### config.mk
export PLATFORM = sky130hd
export DESIGN_NAME = char_class_tokenizer
export DESIGN_NICKNAME = d
export VERILOG_FILES = /design/src/rtl/cct_pkg.sv /design/src/rtl/char_class_tokenizer.sv /design/src/rtl/cct_cfg_regs.sv /design/src/rtl/cct_classify.sv /design/src/rtl/cct_step.sv /design/src/rtl/cct_out_stage.sv
export VERILOG_INCLUDE_DIRS = /design/src /design/src/rtl
export SDC_FILE = /design/constraint.sdc
export NUM_CORES = 1
export LEC_CHECK = 0
export BUFFER_PORTS_ARGS = -buffer_cell sky130_fd_sc_hd__clkbuf_2
export CORE_AREA = 2 2 213 373
export CTS_CLUSTER_SIZE = 20
export DETAILED_ROUTE_END_ITERATION = 7
export DIE_AREA = 0 0 215 375
export PLACE_DENSITY = 0.53
export SYNTH_ARGS = -nofsm -noshare
export SYNTH_HDL_FRONTEND = slang
export SYNTH_SLANG_ARGS = --single-unit
### constraint.sdc
create_clock -name clk -period 9.6 [get_ports clk]
set_input_delay 1.44 -clock clk [delete_from_list [all_inputs] [get_ports clk]]
set_output_delay 1.44 -clock clk [all_outputs]
set_load 0.05 [all_outputs]
### src/rtl/char_class_tokenizer_macros.svh
// ----------------------------------------------------------------------------
// Assertion macros for the character class tokenizer
// Clocked on clk, disabled while arst_n is low.
// ----------------------------------------------------------------------------
`ifndef CHAR_CLASS_TOKENIZER_MACROS_SVH
`define CHAR_CLASS_TOKENIZER_MACROS_SVH

// Same-cycle implication
`define CCT_ASSERT_IMPL(label, ante, cons, msg) \
	label: assert property (@(posedge clk) disable iff (!arst_n) (ante) |-> (cons)) \
		else $error(msg);

// Next-cycle implication
`define CCT_ASSERT_NEXT(label, ante, cons, msg) \
	label: assert property (@(posedge clk) disable iff (!arst_n) (ante) |=> (cons)) \
		else $error(msg);

`endif

### src/rtl/cct_pkg.sv
// ----------------------------------------------------------------------------
// cct_pkg
// Shared types and constants of the character class tokenizer.
// ----------------------------------------------------------------------------
package cct_pkg;

	localparam int CFG_AW = 6;

	// Byte classes, in falling priority
	typedef enum logic [2:0] {
		CLS_LINE,
		CLS_WORD,
		CLS_SYM,
		CLS_COPEN,
		CLS_CCLOSE,
		CLS_ESC,
		CLS_OTHER
	} cls_t;

	// Result event codes
	typedef enum logic [2:0] {
		EV_TOKEN_BYTE,
		EV_TOKEN_END,
		EV_SYMBOL,
		EV_LINE_END,
		EV_STREAM_END,
		EV_STRAY_CLOSE,
		EV_ESC_AT_END
	} ev_t;

	typedef struct packed {
		logic [63:0] word_set;
		logic [63:0] line_set;
		logic [63:0] sym_set;
		logic [63:0] copen_set;
		logic [63:0] cclose_set;
		logic [7:0]  esc_byte;
		logic [63:0] extra_set;
	} cfg_t;

	// Classified input item
	typedef struct packed {
		logic       eos;
		logic [7:0] data;
		cls_t       cls;
		logic       xdelim;
	} item_t;

	typedef struct packed {
		ev_t         ev;
		logic [7:0]  data;
		logic [15:0] count;
	} res_t;

	// One item's results: up to two
	typedef struct packed {
		logic [1:0] n;
		res_t       r0;
		res_t       r1;
	} step_out_t;

endpackage

### src/rtl/char_class_tokenizer.sv
// ----------------------------------------------------------------------------
// char_class_tokenizer
// Streaming byte tokenizer with configurable character classes.
// ----------------------------------------------------------------------------
// A byte's first result passes through the input register, then the result register,
// on its way to the outputs.
// Throughput: one item per cycle while out_ready is high and no item gives two results;
// an item with two results takes two transfers and holds the input until the second.
// Reset: arst_n clears mode, line record and counter, and the registers return
// to space/tab word delimiters and LF/CR line delimiters.
// ----------------------------------------------------------------------------
module char_class_tokenizer #(
	parameter int SET_SLOTS = 8
) (
	input  logic                       clk,
	input  logic                       arst_n,
	// configuration port
	input  logic                       psel,
	input  logic                       penable,
	input  logic                       pwrite,
	input  logic [cct_pkg::CFG_AW-1:0] paddr,
	input  logic [63:0]                pwdata,
	output logic [63:0]                prdata,
	output logic                       pready,
	// input channel
	input  logic                       in_valid,
	output logic                       in_ready,
	input  logic                       kind,
	input  logic [7:0]                 in_byte,
	// result channel
	output logic                       out_valid,
	input  logic                       out_ready,
	output logic [2:0]                 event_res,
	output logic [7:0]                 out_byte,
	output logic [15:0]                line_count,
	output logic                       last
);

	cct_pkg::cfg_t      cfg;
	cct_pkg::item_t     item_in;
	cct_pkg::item_t     item_s1;
	logic               v_s1;
	cct_pkg::step_out_t sout;
	logic               free;
	logic               adv;

	// Register file; the user must change configuration only while the block is idle (not enforced here)
	cct_cfg_regs u_cfg (
		.clk     (clk),
		.arst_n  (arst_n),
		.psel    (psel),
		.penable (penable),
		.pwrite  (pwrite),
		.paddr   (paddr),
		.pwdata  (pwdata),
		.prdata  (prdata),
		.pready  (pready),
		.cfg     (cfg)
	);

	// Classify on the way in, so the input register carries the class
	cct_classify #(.SET_SLOTS(SET_SLOTS)) u_cls (
		.cfg     (cfg),
		.kind    (kind),
		.in_byte (in_byte),
		.item    (item_in)
	);

	// Advance the held item once its results have room; an item that gives
	// no result never waits for the output side
	assign adv      = v_s1 && ((sout.n == 2'd0) || free);
	assign in_ready = !v_s1 || adv;

	always_ff @(posedge clk or negedge arst_n) begin
		if (!arst_n) begin
			v_s1 <= 1'b0;
		end else if (in_ready) begin
			v_s1 <= in_valid;
		end
	end

	// Payload of the input register: hold while stalled
	always_ff @(posedge clk) begin
		if (in_ready && in_valid) begin
			item_s1 <= item_in;
		end
	end

	// Mode machine: results and next state from the held item
	cct_step u_step (
		.clk    (clk),
		.arst_n (arst_n),
		.item   (item_s1),
		.adv    (adv),
		.sout   (sout)
	);

	// Result register: drains one result per output transfer
	cct_out_stage u_out (
		.clk        (clk),
		.arst_n     (arst_n),
		.sout       (sout),
		.push       (adv),
		.free       (free),
		.out_valid  (out_valid),
		.out_ready  (out_ready),
		.event_res  (event_res),
		.out_byte   (out_byte),
		.line_count (line_count),
		.last       (last)
	);

endmodule

### src/rtl/cct_cfg_regs.sv
// ----------------------------------------------------------------------------
// cct_cfg_regs
// APB-style register file holding the character sets and escape byte.
// ----------------------------------------------------------------------------
module cct_cfg_regs (
	input  logic                       clk,
	input  logic                       arst_n,
	input  logic                       psel,
	input  logic                       penable,
	input  logic                       pwrite,
	input  logic [cct_pkg::CFG_AW-1:0] paddr,
	input  logic [63:0]                pwdata,
	output logic [63:0]                prdata,
	output logic                       pready,
	output cct_pkg::cfg_t              cfg
);

	localparam logic [2:0] REG_WORD   = 3'd0;
	localparam logic [2:0] REG_LINE   = 3'd1;
	localparam logic [2:0] REG_SYM    = 3'd2;
	localparam logic [2:0] REG_COPEN  = 3'd3;
	localparam logic [2:0] REG_CCLOSE = 3'd4;
	localparam logic [2:0] REG_ESC    = 3'd5;
	localparam logic [2:0] REG_EXTRA  = 3'd6;

	cct_pkg::cfg_t cfg_q;
	logic [2:0]    idx;
	logic          wr_en;

	assign idx    = paddr[cct_pkg::CFG_AW-1:3];
	assign wr_en  = psel && penable && pwrite && pready;
	assign pready = 1'b1;
	assign cfg    = cfg_q;

	always_ff @(posedge clk or negedge arst_n) begin
		if (!arst_n) begin
			cfg_q.word_set   <= 64'h0000_0000_0000_0920;
			cfg_q.line_set   <= 64'h0000_0000_0000_0D0A;
			cfg_q.sym_set    <= '0;
			cfg_q.copen_set  <= '0;
			cfg_q.cclose_set <= '0;
			cfg_q.esc_byte   <= '0;
			cfg_q.extra_set  <= '0;
		end else if (wr_en) begin
			case (idx)
				REG_WORD:   cfg_q.word_set   <= pwdata;
				REG_LINE:   cfg_q.line_set   <= pwdata;
				REG_SYM:    cfg_q.sym_set    <= pwdata;
				REG_COPEN:  cfg_q.copen_set  <= pwdata;
				REG_CCLOSE: cfg_q.cclose_set <= pwdata;
				REG_ESC:    cfg_q.esc_byte   <= pwdata[7:0];
				REG_EXTRA:  cfg_q.extra_set  <= pwdata;
				default: ;
			endcase
		end
	end

	always_comb begin
		case (idx)
			REG_WORD:   prdata = cfg_q.word_set;
			REG_LINE:   prdata = cfg_q.line_set;
			REG_SYM:    prdata = cfg_q.sym_set;
			REG_COPEN:  prdata = cfg_q.copen_set;
			REG_CCLOSE: prdata = cfg_q.cclose_set;
			REG_ESC:    prdata = {56'h0, cfg_q.esc_byte};
			REG_EXTRA:  prdata = cfg_q.extra_set;
			default:    prdata = '0;
		endcase
	end

endmodule

### src/rtl/cct_classify.sv
// ----------------------------------------------------------------------------
// cct_classify
// Parallel set compares and class priority for one input byte.
// ----------------------------------------------------------------------------
module cct_classify #(
	parameter int SET_SLOTS = 8
) (
	input  cct_pkg::cfg_t cfg,
	input  logic          kind,
	input  logic [7:0]    in_byte,
	output cct_pkg::item_t item
);

	function automatic logic in_set(input logic [63:0] set, input logic [7:0] c);
		logic hit;
		hit = 1'b0;
		for (int i = 0; i < SET_SLOTS; i++) begin
			if (set[8*i +: 8] != 8'h00 && set[8*i +: 8] == c)
				hit = 1'b1;
		end
		return hit;
	endfunction

	cct_pkg::cls_t cls;

	always_comb begin
		if (kind)
			cls = cct_pkg::CLS_OTHER;
		else if (in_set(cfg.line_set, in_byte))
			cls = cct_pkg::CLS_LINE;
		else if (in_set(cfg.word_set, in_byte))
			cls = cct_pkg::CLS_WORD;
		else if (in_set(cfg.sym_set, in_byte))
			cls = cct_pkg::CLS_SYM;
		else if (in_set(cfg.copen_set, in_byte))
			cls = cct_pkg::CLS_COPEN;
		else if (in_set(cfg.cclose_set, in_byte))
			cls = cct_pkg::CLS_CCLOSE;
		else if (cfg.esc_byte != 8'h00 && in_byte == cfg.esc_byte)
			cls = cct_pkg::CLS_ESC;
		else
			cls = cct_pkg::CLS_OTHER;
	end

	assign item.eos    = kind;
	assign item.data   = in_byte;
	assign item.cls    = cls;
	assign item.xdelim = in_set(cfg.extra_set, in_byte);

endmodule

### src/rtl/cct_step.sv
// ----------------------------------------------------------------------------
// cct_step
// Mode machine: forms the results of one classified item and holds the
// tokenizer state.
// ----------------------------------------------------------------------------
module cct_step (
	input  logic                 clk,
	input  logic                 arst_n,
	input  cct_pkg::item_t       item,
	input  logic                 adv,
	output cct_pkg::step_out_t   sout
);

	typedef enum logic [2:0] {
		M_BETWEEN,
		M_TOKEN,
		M_ESCAPED,
		M_COMMENT,
		M_ENDED
	} mode_t;

	mode_t       mode_q, mode_d;
	logic [7:0]  plb_q, plb_d;
	logic        plv_q, plv_d;
	logic [15:0] line_cnt_q, line_cnt_d;

	// Outcome of the byte taken as between tokens
	logic          bt_emit;
	cct_pkg::ev_t  bt_ev;
	logic [7:0]    bt_byte;
	mode_t         bt_mode;
	logic          bt_line;

	logic          do_line;
	logic [1:0]    n;
	cct_pkg::ev_t  ev0, ev1;
	logic [7:0]    b0, b1;
	logic          skip;
	logic          tok_cls;

	assign tok_cls = (item.cls == cct_pkg::CLS_OTHER) || (item.cls == cct_pkg::CLS_ESC);
	assign skip = plv_q && !item.eos && (item.cls == cct_pkg::CLS_LINE) &&
		(item.data != plb_q);

	always_comb begin
		bt_emit = 1'b0;
		bt_ev   = cct_pkg::EV_TOKEN_BYTE;
		bt_byte = 8'h00;
		bt_mode = M_BETWEEN;
		bt_line = 1'b0;
		case (item.cls)
			cct_pkg::CLS_OTHER, cct_pkg::CLS_ESC: begin
				if (!item.xdelim) begin
					bt_emit = 1'b1;
					bt_byte = item.data;
					bt_mode = (item.cls == cct_pkg::CLS_ESC) ? M_ESCAPED : M_TOKEN;
				end
			end
			cct_pkg::CLS_SYM: begin
				bt_emit = 1'b1;
				bt_ev   = cct_pkg::EV_SYMBOL;
				bt_byte = item.data;
			end
			cct_pkg::CLS_LINE: begin
				bt_emit = 1'b1;
				bt_ev   = cct_pkg::EV_LINE_END;
				bt_line = 1'b1;
			end
			cct_pkg::CLS_COPEN: bt_mode = M_COMMENT;
			cct_pkg::CLS_CCLOSE: begin
				bt_emit = 1'b1;
				bt_ev   = cct_pkg::EV_STRAY_CLOSE;
			end
			default: ;
		endcase
	end

	always_comb begin
		n       = 2'd0;
		ev0     = cct_pkg::EV_TOKEN_BYTE;
		ev1     = cct_pkg::EV_TOKEN_BYTE;
		b0      = 8'h00;
		b1      = 8'h00;
		mode_d  = mode_q;
		plv_d   = plv_q;
		plb_d   = plb_q;
		do_line = 1'b0;
		case (mode_q)
			M_BETWEEN: begin
				plv_d = 1'b0;
				if (skip) begin
					n = 2'd0;
				end else if (item.eos) begin
					n      = 2'd1;
					ev0    = cct_pkg::EV_STREAM_END;
					mode_d = M_ENDED;
				end else begin
					n       = {1'b0, bt_emit};
					ev0     = bt_ev;
					b0      = bt_byte;
					mode_d  = bt_mode;
					do_line = bt_line;
				end
			end
			M_TOKEN: begin
				if (item.eos) begin
					n      = 2'd2;
					ev0    = cct_pkg::EV_TOKEN_END;
					ev1    = cct_pkg::EV_STREAM_END;
					mode_d = M_ENDED;
				end else if (tok_cls) begin
					n = 2'd1;
					if (item.xdelim) begin
						ev0    = cct_pkg::EV_TOKEN_END;
						mode_d = M_BETWEEN;
					end else begin
						b0 = item.data;
						if (item.cls == cct_pkg::CLS_ESC)
							mode_d = M_ESCAPED;
					end
				end else if (item.cls == cct_pkg::CLS_WORD) begin
					n      = 2'd1;
					ev0    = cct_pkg::EV_TOKEN_END;
					mode_d = M_BETWEEN;
				end else if (item.cls == cct_pkg::CLS_CCLOSE) begin
					n      = 2'd1;
					ev0    = cct_pkg::EV_STRAY_CLOSE;
					mode_d = M_BETWEEN;
				end else begin
					// close the token, then treat the byte as between tokens
					n       = bt_emit ? 2'd2 : 2'd1;
					ev0     = cct_pkg::EV_TOKEN_END;
					ev1     = bt_ev;
					b1      = bt_byte;
					mode_d  = bt_mode;
					do_line = bt_line;
				end
			end
			M_ESCAPED: begin
				n = 2'd1;
				if (item.eos) begin
					ev0    = cct_pkg::EV_ESC_AT_END;
					mode_d = M_ENDED;
				end else begin
					b0     = item.data;
					mode_d = M_TOKEN;
				end
			end
			M_COMMENT: begin
				if (item.eos) begin
					n      = 2'd1;
					ev0    = cct_pkg::EV_STREAM_END;
					mode_d = M_ENDED;
				end else if (item.cls == cct_pkg::CLS_CCLOSE) begin
					mode_d = M_BETWEEN;
				end else if (item.cls == cct_pkg::CLS_LINE) begin
					n       = 2'd1;
					ev0     = cct_pkg::EV_LINE_END;
					mode_d  = M_BETWEEN;
					do_line = 1'b1;
				end
			end
			default: mode_d = M_ENDED;
		endcase
		if (do_line) begin
			plb_d = item.data;
			plv_d = 1'b1;
		end
	end

	assign line_cnt_d = line_cnt_q + {15'h0, do_line};

	// A line end is always the last result, so it alone sees the new count
	assign sout.n        = n;
	assign sout.r0.ev    = ev0;
	assign sout.r0.data  = b0;
	assign sout.r0.count = (ev0 == cct_pkg::EV_LINE_END) ? line_cnt_d : line_cnt_q;
	assign sout.r1.ev    = ev1;
	assign sout.r1.data  = b1;
	assign sout.r1.count = (ev1 == cct_pkg::EV_LINE_END) ? line_cnt_d : line_cnt_q;

	always_ff @(posedge clk or negedge arst_n) begin
		if (!arst_n) begin
			mode_q     <= M_BETWEEN;
			plb_q      <= 8'h00;
			plv_q      <= 1'b0;
			line_cnt_q <= 16'h0000;
		end else if (adv) begin
			mode_q     <= mode_d;
			plb_q      <= plb_d;
			plv_q      <= plv_d;
			line_cnt_q <= line_cnt_d;
		end
	end

endmodule

### src/rtl/cct_out_stage.sv
// ----------------------------------------------------------------------------
// cct_out_stage
// Two-slot result register; presents one result per transfer.
// ----------------------------------------------------------------------------
`include "char_class_tokenizer_macros.svh"

module cct_out_stage (
	input  logic               clk,
	input  logic               arst_n,
	input  cct_pkg::step_out_t sout,
	input  logic               push,
	output logic               free,
	output logic               out_valid,
	input  logic               out_ready,
	output logic [2:0]         event_res,
	output logic [7:0]         out_byte,
	output logic [15:0]        line_count,
	output logic               last
);

	cct_pkg::res_t slot0_s2, slot1_s2;
	logic          v0_s2, v1_s2;
	logic          load;
	logic          xfer;

	assign xfer = v0_s2 && out_ready;
	assign free = !v0_s2 || (out_ready && !v1_s2);
	assign load = push && (sout.n != 2'd0);

	always_ff @(posedge clk or negedge arst_n) begin
		if (!arst_n) begin
			v0_s2 <= 1'b0;
			v1_s2 <= 1'b0;
		end else if (load) begin
			v0_s2 <= 1'b1;
			v1_s2 <= (sout.n == 2'd2);
		end else if (xfer) begin
			v0_s2 <= v1_s2;
			v1_s2 <= 1'b0;
		end
	end

	always_ff @(posedge clk) begin
		if (load) begin
			slot0_s2 <= sout.r0;
			slot1_s2 <= sout.r1;
		end else if (xfer) begin
			slot0_s2 <= slot1_s2;
		end
	end

	assign out_valid  = v0_s2;
	assign event_res  = slot0_s2.ev;
	assign out_byte   = slot0_s2.data;
	assign line_count = slot0_s2.count;
	assign last       = !v1_s2;

	`CCT_ASSERT_IMPL(a_slot_order, v1_s2, v0_s2, "second result slot filled without the first")
	`CCT_ASSERT_IMPL(a_load_free, load, free, "results loaded over a pending result")
	`CCT_ASSERT_NEXT(a_second_moves, v0_s2 && v1_s2 && out_ready, v0_s2 && !v1_s2, "second result lost after transfer")

endmodule
==> results.json, run 1 <==
{
  "muxShareOfSynthArea_pct": 17.7,
  "hold_violations": 0,
  "routed_via_density": 5.74,
  "finalCriticalPeriod_ns": 5.71,
  "yosys-top-cells-count": "dfrtp_1 (415), mux2_2 (369), xor2_1 (354), a22oi_1 (172), nor4_1 (99)",
  "crit_start": "paddr[5]",
  "pin_count": 181,
  "dieArea_mm2": 0.0806,
  "wl_met3_um": 4940,
  "period_share_pct": 59.4,
  "htree_levels": 2,
  "ctsHoldBuffers": 0,
  "synth_xor_area_share_pct": 12.7,
  "slew_violations": 0,
  "vdd_drop_max_v": 0.000133,
  "met1_length_um": 34600,
  "track_usage_pct": 22.5,
  "synth_area_per_cell_um2": 11.7,
  "synth_cell_types": 78,
  "finalWorstSetupSlack_ns": 3.89,
  "total_power_mw": 6.27,
  "crit_chain": "clkbuf_2 > and2b_1 > nor2b_4 > buf_4 > a22oi_1 > nand3_1 > clkbuf_2",
  "synth_area_mm2": 0.0270,
  "asyncSetResetFlopFracSynth_pct": 86.3,
  "arrival_ns": 4.27,
  "wl_met2_um": 46800,
  "synthTopCellsByArea": "dfrtp_1 (38%), mux2_2 (15%), xor2_1 (11%)",
  "rsz0062_at_grt": "false",
  "yosysSeqAreaShare_pct": 46.7,
  "max-cap-violations": 0,
  "status": "finished clean",
  "netlist_instances": 2308,
  "synth.top_cell.area_share_pct": 38.5,
  "start_util_pct": 34.6,
  "critPathLaunchType": "input pin",
  "drtIter0Drc": 1348,
  "path_class": "input pin to output port",
  "areaGrowthSynthToFinish_pct": 12.3,
  "setup-tns-final_ns": 0,
  "end_kind": "output port",
  "synth_compound_area_share_pct": 10.7,
  "numPortBuffers": 176,
  "wl_per_cell_um": 26.5,
  "hpwlAfterDp_um": 61200,
  "synth_top_cell_by_area": "dfrtp_1",
  "slowest_delay_ns": 0.86,
  "synth_top_family_by_area": "multiplexers",
  "remaining_drc_errors": 0,
  "crit_required_ns": 8.16,
  "reg2reg_from": "item_s1[2]",
  "hold_class": "flip-flop to flip-flop",
  "slew_headroom_pct": 22.0,
  "first_pass_iters": 5,
  "p_leak_nw": 13.2,
  "highest_layer": "met5",
  "yosysMostFrequentCell": "dfrtp_1",
  "clock_latency_ns": 0.65,
  "synth-seq-cells": 490,
  "overflow": 0,
  "cts.root.buffer_cell": "clkbuf_16",
  "die_y_um": 375,
  "grt_pass1_vias": 21200,
  "setup_violations": 0,
  "drive_gt1_share_pct": 28.8,
  "gp_congestion": 0.883,
  "dp_slack_ns": 4.06,
  "path_clk_slew_ns": 0.06,
  "hold_start": "u_step.line_cnt_q[15]",
  "antenna_found_initial": 7,
  "ant_nets": 0,
  "grt_pass1_wl_um": 137000,
  "cpMostUsedCell": "clkbuf_2",
  "core_area_mm2": 0.0779,
  "power.density_mw_per_mm2": 207,
  "crit_slowest_cell": "buf_4",
  "cts-resized-gates": 0,
  "num-fill-cells": 7724,
  "yosys_warnings": 0,
  "clockBufferDepth": 3,
  "synth_edf_count": 67,
  "max_freq_mhz": 175,
  "tritoncts": "done",
  "tightest_slew_ns": 1.17,
  "nNetsFinal": 2492,
  "num_vias": 19900,
  "skew_ns": 0.0380,
  "rows": 136,
  "synthSimpleGateAreaFrac_pct": 8.47,
  "cts_setup_buffers": 0,
  "synth_nets": 2396,
  "r2r_setup_slack_ns": 5.19,
  "grt_max_degree": 128,
  "yosys_most_used_dff": "dfrtp_1",
  "cts_buffers": 48,
  "routed_wl_um": 92100,
  "path_max_fanout": 60,
  "cts.sinks": 490,
  "synth_fa_ha_area_share_pct": 0.0927,
  "die_w_um": 215
}
## cell families after synthesis
group	Yosys count
AOI/OAI and AO/OA	400
xor gates and xnor gates	392
other	1
and+or+nand+nor	424
muxes	421
buffers and inverters	178
adders and majority gates	2
DFF	490
## layout make-up
type	count	area [um2]	area share, %
timing repair buffer	207	1150	3.80
clock buffer	61	1290	4.26
inverter	17	68.8	0.227
multi-input combinational	1640	13500	44.5
tap	1035	1290	4.27
clock inverter	25	410	1.35
antenna	3	7.51	0.0248
sequential	490	12600	41.6
## per-layer routing
layer  GRT usage, %  vias to the layer above
met5              0                        -
met4           13.2                        8
li1               -                     8759
met3           3.70                      288
met2           40.1                      762
met1           25.3                    10100
## worst paths after layout
kind	endpoint	cells past startpoint
max	prdata[58]	7
min	u_step.line_cnt_q[15]	1
max reg2reg	u_out.line_count[14]	13
min reg2reg	u_step.line_cnt_q[15]	1
max in group asynchronous	u_cfg.cfg[347]	3
min in group asynchronous	u_cfg.cfg[252]	1
## state kept, by name, summed over array words and instances (netlist names)
register           cells
u_out.out_byte         8
u_out.slot1_s2        27
u_cfg.cfg            392
u_step.plv_q           1
u_step.mode_q          3
u_out.line_count      16
u_out.out_valid        1
v_s1                   1
u_step.line_cnt_q     16
u_out.event_res        3
u_out.v1_s2            1
item_s1               13
u_step.plb_q           8
## placed cells by master, fill, tap and decap left out, types with 9 or more instances in the layout
cell       instances
dfrtp_1          415
mux2_2           369
xor2_1           354
a22oi_1          172
clkbuf_2         168
nor4_1            99
nand3_1           82
a21oi_1           67
edfxtp_1          67
nand2_1           59
nor3_1            57
nor2_1            51
clkbuf_16         48
a2111oi_0         42
o211ai_1          42
xnor2_1           38
buf_4             36
mux2_1            28
o21ai_0           22
nand4_1           19
inv_1             16
mux2i_1           14
and3_1            14
o21ai_1           10
bufinv_16         10
a22o_1             9
clkinv_2           9
clkbuf_1           9
## report_power, final
| group | total, mW | switching (mW) | internal, mW |
|---|---|---|---|
| combinational | 1.26 | 0.696 | 0.560 |
| sequential | 2.92 | 0.485 | 2.43 |
| clock | 2.10 | 0.872 | 1.22 |
## critical path, delay by kind of cell
family	cells	cell delay, ns
and+or+nand+nor	3	0.68
buffers and inverters	3	1.69
AOI/OAI and AO/OA	1	0.42
## per-stage QoR
stage / instances / util (%) / hold WS [ns] / instance area, um2
after global routing: 3475 / 38.9 / 0.542 / 30300
after global placement: 3389 / 36.7 / 0.512 / 28600
after floorplan: 2308 / - / 0.489 / 27000
after CTS: 3475 / 38.9 / 0.527 / 30300
final: 3478 / 38.9 / 0.526 / 30300
after detailed placement: 3389 / 36.7 / 0.514 / 28600
(Power assumes the default switching activity.)
==> run 2, diff against run 1 <==
--- a/config.mk
+++ b/config.mk
@@ -11,7 +11,7 @@
 export CTS_CLUSTER_SIZE = 20
 export DETAILED_ROUTE_END_ITERATION = 7
 export DIE_AREA = 0 0 215 375
-export PLACE_DENSITY = 0.53
+export PLACE_DENSITY = 0.55
 export SYNTH_ARGS = -nofsm -noshare
 export SYNTH_HDL_FRONTEND = slang
 export SYNTH_SLANG_ARGS = --single-unit
==> constraint.sdc (replaced) <==
create_clock -name clk -period 5.2 [get_ports clk]
set_input_delay 0.78 -clock clk [delete_from_list [all_inputs] [get_ports clk]]
set_output_delay 0.78 -clock clk [all_outputs]
set_load 0.05 [all_outputs]
==> run 2 against run 1 <==
Effect of this change:
- clock power grew 86%
- sequential cell count unchanged
- count of clock-buffer cells in the layout up 14
- global-route usage is 0.42 points higher
- critical path type unchanged
==> results.json, run 2 (synthesis results as in run 1) <==
{
  "status": "finished clean",
  "clock_latency_ns": 0.62,
  "max-cap-violations": 0,
  "ant_nets": 0,
  "arrival_ns": 3.28,
  "tightest_slew_ns": 1.01,
  "first_pass_iters": 5,
  "areaGrowthSynthToFinish_pct": 13.6,
  "start_util_pct": 34.6,
  "crit_chain": "clkbuf_2 > nand2_1 > nor2_4 > buf_12 > a22oi_1 > nand3_1 > clkbuf_2",
  "setup-tns-final_ns": 0,
  "num-fill-cells": 7632,
  "path_max_fanout": 33,
  "cts_setup_buffers": 0,
  "tritoncts": "done",
  "die_y_um": 375,
  "p_leak_nw": 13.3,
  "nNetsFinal": 2512,
  "grt_pass1_vias": 21100,
  "core_area_mm2": 0.0779,
  "pin_count": 181,
  "drive_gt1_share_pct": 29.4,
  "cpMostUsedCell": "clkbuf_2",
  "grt_pass1_wl_um": 140000,
  "power.density_mw_per_mm2": 381,
  "end_kind": "output port",
  "slowest_delay_ns": 0.54,
  "slew_violations": 0,
  "num_vias": 20300,
  "cts.root.buffer_cell": "clkbuf_16",
  "drtIter0Drc": 1306,
  "final_cell_mix": "dfrtp_1 (415), mux2_2 (369), xor2_1 (354), a22oi_1 (172), clkbuf_2 (168)",
  "slew_headroom_pct": 32.6,
  "critPathLaunchType": "input pin",
  "setup_violations": 0,
  "grt_max_degree": 124,
  "clockBufferDepth": 3,
  "overflow": 0,
  "wl_per_cell_um": 26.7,
  "track_usage_pct": 23.0,
  "ctsHoldBuffers": 0,
  "dieArea_mm2": 0.0806,
  "rsz0062_at_grt": "false",
  "die_w_um": 215,
  "path_class": "input pin to output port",
  "gp_congestion": 0.913,
  "max_freq_mhz": 246,
  "reg2reg_depth": 15,
  "rows": 136,
  "hpwlAfterDp_um": 64300,
  "htree_levels": 2,
  "skew_ns": 0.0151,
  "finalCriticalPeriod_ns": 4.06,
  "vdd_drop_max_v": 0.000221,
  "routed_via_density": 5.80,
  "remaining_drc_errors": 0,
  "path_clk_slew_ns": 0.07,
  "hold_violations": 0,
  "dp.cells": 3407,
  "stdcell_count": 3504,
  "hold_class": "input pin to asynchronous set/reset pin",
  "numPortBuffers": 176,
  "cts.sinks": 490,
  "period_share_pct": 78.1,
  "largest_reg_flops": 392,
  "antenna_found_initial": 11,
  "cts-resized-gates": 0,
  "routed_wl_um": 93500,
  "layout_commonest_cell": "dfrtp_1",
  "crit_slowest_cell": "clkbuf_2",
  "cts_buffers": 50,
  "crit_required_ns": 4.42
}
## run 2: changes by cell type in the layout (fill, tap and decap cells not counted), sizes merged
cell      delta
buf         +18
clkinvlp     +1
bufinv       -5
clkinv       -4
diode        +2
clkbuf      +14
## run 2: metal layers
metal,vias up,global-route usage [%],share of wire [%]
met2,828,40.6,51
met5,-,0,0.064
li1,8798,-,-
met1,10400,25.9,37
met3,304,3.19,5.0
met4,10,14.7,6.9
## run 2: critical path: cells and delay by family
kind | cells | cell delay [ns]
AO/OA/AOI/OAI | 1 | 0.15
buffers and inverters | 3 | 1.21
AND/OR/NAND/NOR | 3 | 1.11
## run 2: area by class of cell
class,count,area (um2),area share [%]
inverters,17,68.8,0.225
clock buffers,75,1530,5.00
clock inverters,17,223,0.727
repair buffers,225,1430,4.68
diodes,5,12.5,0.0408
flip-flops and latches,490,12600,41.1
multi-input cells,1640,13500,44.0
well taps,1035,1290,4.23
## run 2: worst paths after layout
kind,start,endpoint,slack (ns)
setup reg to reg,item_s1[6],u_out.line_count[14],1.22
hold reg to reg,u_step.line_cnt_q[15],u_step.line_cnt_q[15],0.53
hold / removal,arst_n,u_step.plb_q[3],0.16
min in group clk,in_valid,v_s1,0.41
max in group asynchronous,arst_n,u_cfg.cfg[35],3.84
setup / recovery,paddr[4],prdata[11],1.14
## run 2: power by group
group          internal [mW]  switching [mW]
Sequential              4.49           0.929
Clock                   2.29            1.61
Combinational           1.05            1.30
## run 2: metrics by stage
| step | instance area [um2] | hold slack [ns] | util (%) | setup slack, ns | total power, mW |
|---|---|---|---|---|---|
| after floorplan | 27000 | 0.484 | - | 1.45 | 6.87 |
| after global placement | 28900 | 0.512 | 37.1 | 1.16 | 7.74 |
| after detailed placement | 28900 | 0.516 | 37.1 | 1.18 | 7.82 |
| after CTS | 30600 | 0.230 | 39.3 | 1.17 | 11.7 |
| after global routing | 30700 | 0.229 | 39.3 | 0.908 | 12.2 |
| final | 30700 | 0.155 | 39.3 | 1.14 | 11.7 |
==> run 3, diff against run 2 <==
==> constraint.sdc (replaced) <==
create_clock -name clk -period 3.37 [get_ports clk]
set_input_delay 0.5055 -clock clk [delete_from_list [all_inputs] [get_ports clk]]
set_output_delay 0.5055 -clock clk [all_outputs]
set_load 0.05 [all_outputs]
==> run 3 against run 2 <==
Effect of this change:
- worst setup slack lost 0.91 ns
- critical path depth grew 8
- non-clock buffer count rose by 72
- routed wire length rose by 3.5%
- sequential cell count did not move
- die area unchanged
- register-to-register slack worse by 0.99 ns
- largest power group unchanged
- highest routed layer unchanged
==> results.json, run 3 (synthesis results as in run 1) <==
{
  "die_w_um": 215,
  "cpLargestDelayFamily": "simple AND/OR/NAND/NOR gates",
  "max-cap-violations": 0,
  "clock_latency_ns": 0.62,
  "period_share_pct": 93.3,
  "total_power_mw": 18.2,
  "grt_pass1_wl_um": 144000,
  "routed_via_density": 5.77,
  "grt_max_degree": 91,
  "utilization_pct": 40.7,
  "slew_headroom_pct": 49.8,
  "drtIter0Drc": 1559,
  "crit_buf_inv": 1,
  "tightest_slew_ns": 0.751,
  "remaining_drc_errors": 0,
  "finalCriticalPeriod_ns": 3.14,
  "routed_wl_um": 96800,
  "first_pass_iters": 6,
  "rows": 136,
  "vdd_drop_max_v": 0.000521,
  "areaGrowthSynthToFinish_pct": 17.5,
  "gp_congestion": 0.933,
  "skew_ns": 0.0126,
  "crit_slowest_cell": "edfxtp_1",
  "ant_nets": 0,
  "path_max_fanout": 2,
  "num-fill-cells": 7584,
  "dieArea_mm2": 0.0806,
  "slew_violations": 0,
  "hold_violations": 0,
  "num_vias": 20600,
  "critPathLaunchType": "flip-flop",
  "crit_required_ns": 3.72,
  "p_leak_nw": 13.9,
  "setup-tns-final_ns": 0,
  "path_class": "flip-flop to flip-flop",
  "track_usage_pct": 23.8,
  "core_area_mm2": 0.0779,
  "numPortBuffers": 176,
  "tritoncts": "done",
  "max_freq_mhz": 318,
  "overflow": 0,
  "final_cell_mix": "dfrtp_1 (415), mux2_2 (369), xor2_1 (354), a22oi_1 (172), clkbuf_2 (152)",
  "rsz0062_at_grt": "false",
  "crit_chain": "xnor2_1 > nand4_2 > o2111a_1 > nor2_1 > o21ai_2 > inv_1 > ha_1 > ha_1 > nand2_1 > nor4_4 > and3_1 > and3_1 > nand3_1 > xnor2_1 > mux2_2",
  "largest_reg_flops": 392,
  "fin_hold_ws_ns": 0.140,
  "drive_gt1_share_pct": 31.8,
  "wl_per_cell_um": 27.1,
  "htree_levels": 2,
  "status": "finished clean",
  "arrival_ns": 3.50,
  "cts.sinks": 490,
  "path_clk_slew_ns": 0.06,
  "setup_violations": 0,
  "hpwlAfterDp_um": 68800,
  "pin_count": 181,
  "nNetsFinal": 2584,
  "hold_class": "input pin to flip-flop",
  "layout_commonest_cell": "dfrtp_1",
  "start_util_pct": 34.6,
  "antenna_found_initial": 6,
  "cts.root.buffer_cell": "clkbuf_16",
  "slowest_delay_ns": 0.41,
  "clockBufferDepth": 3,
  "die_y_um": 375,
  "power.density_mw_per_mm2": 575,
  "cts_buffers": 50,
  "end_kind": "flip-flop",
  "grt_pass1_vias": 21700
}
## run 3: what timing repair did
action / in CTS / in global routing
gates resized for setup: 0 / 5
endpoints found under the setup margin: 0 / 3
hold endpoints to repair: 59 / 0
hold buffers: 1 / 0
setup buffers: 0 / 0
## run 3: through the flow
step	cells	area (um2)	worst slack, ns
2_1_floorplan	2308	27000	0.0452
3_3_place_gp	3478	29900	0.0274
3_5_place_dp	3478	29900	0.0410
4_1_cts	3573	31700	0.0287
5_1_grt	3575	31700	0.00718
6_report	3576	31700	0.226
## run 3: routing by layer
| metal | track usage (%) | share of wire [%] | vias to the layer above |
|---|---|---|---|
| met5 | 0 | 0.035 | - |
| met4 | 15.2 | 7.0 | 6 |
| met3 | 3.41 | 4.9 | 323 |
| met2 | 43.0 | 52 | 847 |
| met1 | 25.9 | 36 | 10500 |
| li1 | - | - | 8939 |
## run 3: cell type report
cell class,count,area (um2),area share [%]
inverters,17,68.8,0.217
multi-input cells,1640,13500,42.6
clock inverters,30,314,0.991
clock buffers,64,1450,4.57
repair buffers,297,2450,7.74
diodes,3,7.51,0.0237
flip-flops and latches,490,12600,39.8
well taps,1035,1290,4.08
## run 3: where the power goes
group          switching (mW)  internal (mW)  leakage, nW
registers                1.50           6.93         6.10
logic                    2.05           1.77         6.89
clock network            2.54           3.45        0.868
## run 3: path summary, 6_finish.rpt
| kind | depth (start not counted) | slack [ns] | to | from |
|---|---|---|---|---|
| setup / recovery | 15 | 0.23 | u_out.line_count[14] | item_s1[10] |
| hold / removal | 2 | 0.14 | v_s1 | in_valid |
| setup reg to reg | 15 | 0.23 | u_out.line_count[14] | item_s1[10] |
| hold reg to reg | 2 | 0.53 | u_out.line_count[13] | u_out.slot1_s2[13] |
| max in group asynchronous | 3 | 1.93 | u_cfg.cfg[198] | arst_n |
| min in group asynchronous | 2 | 0.45 | u_cfg.cfg[15] | arst_n |
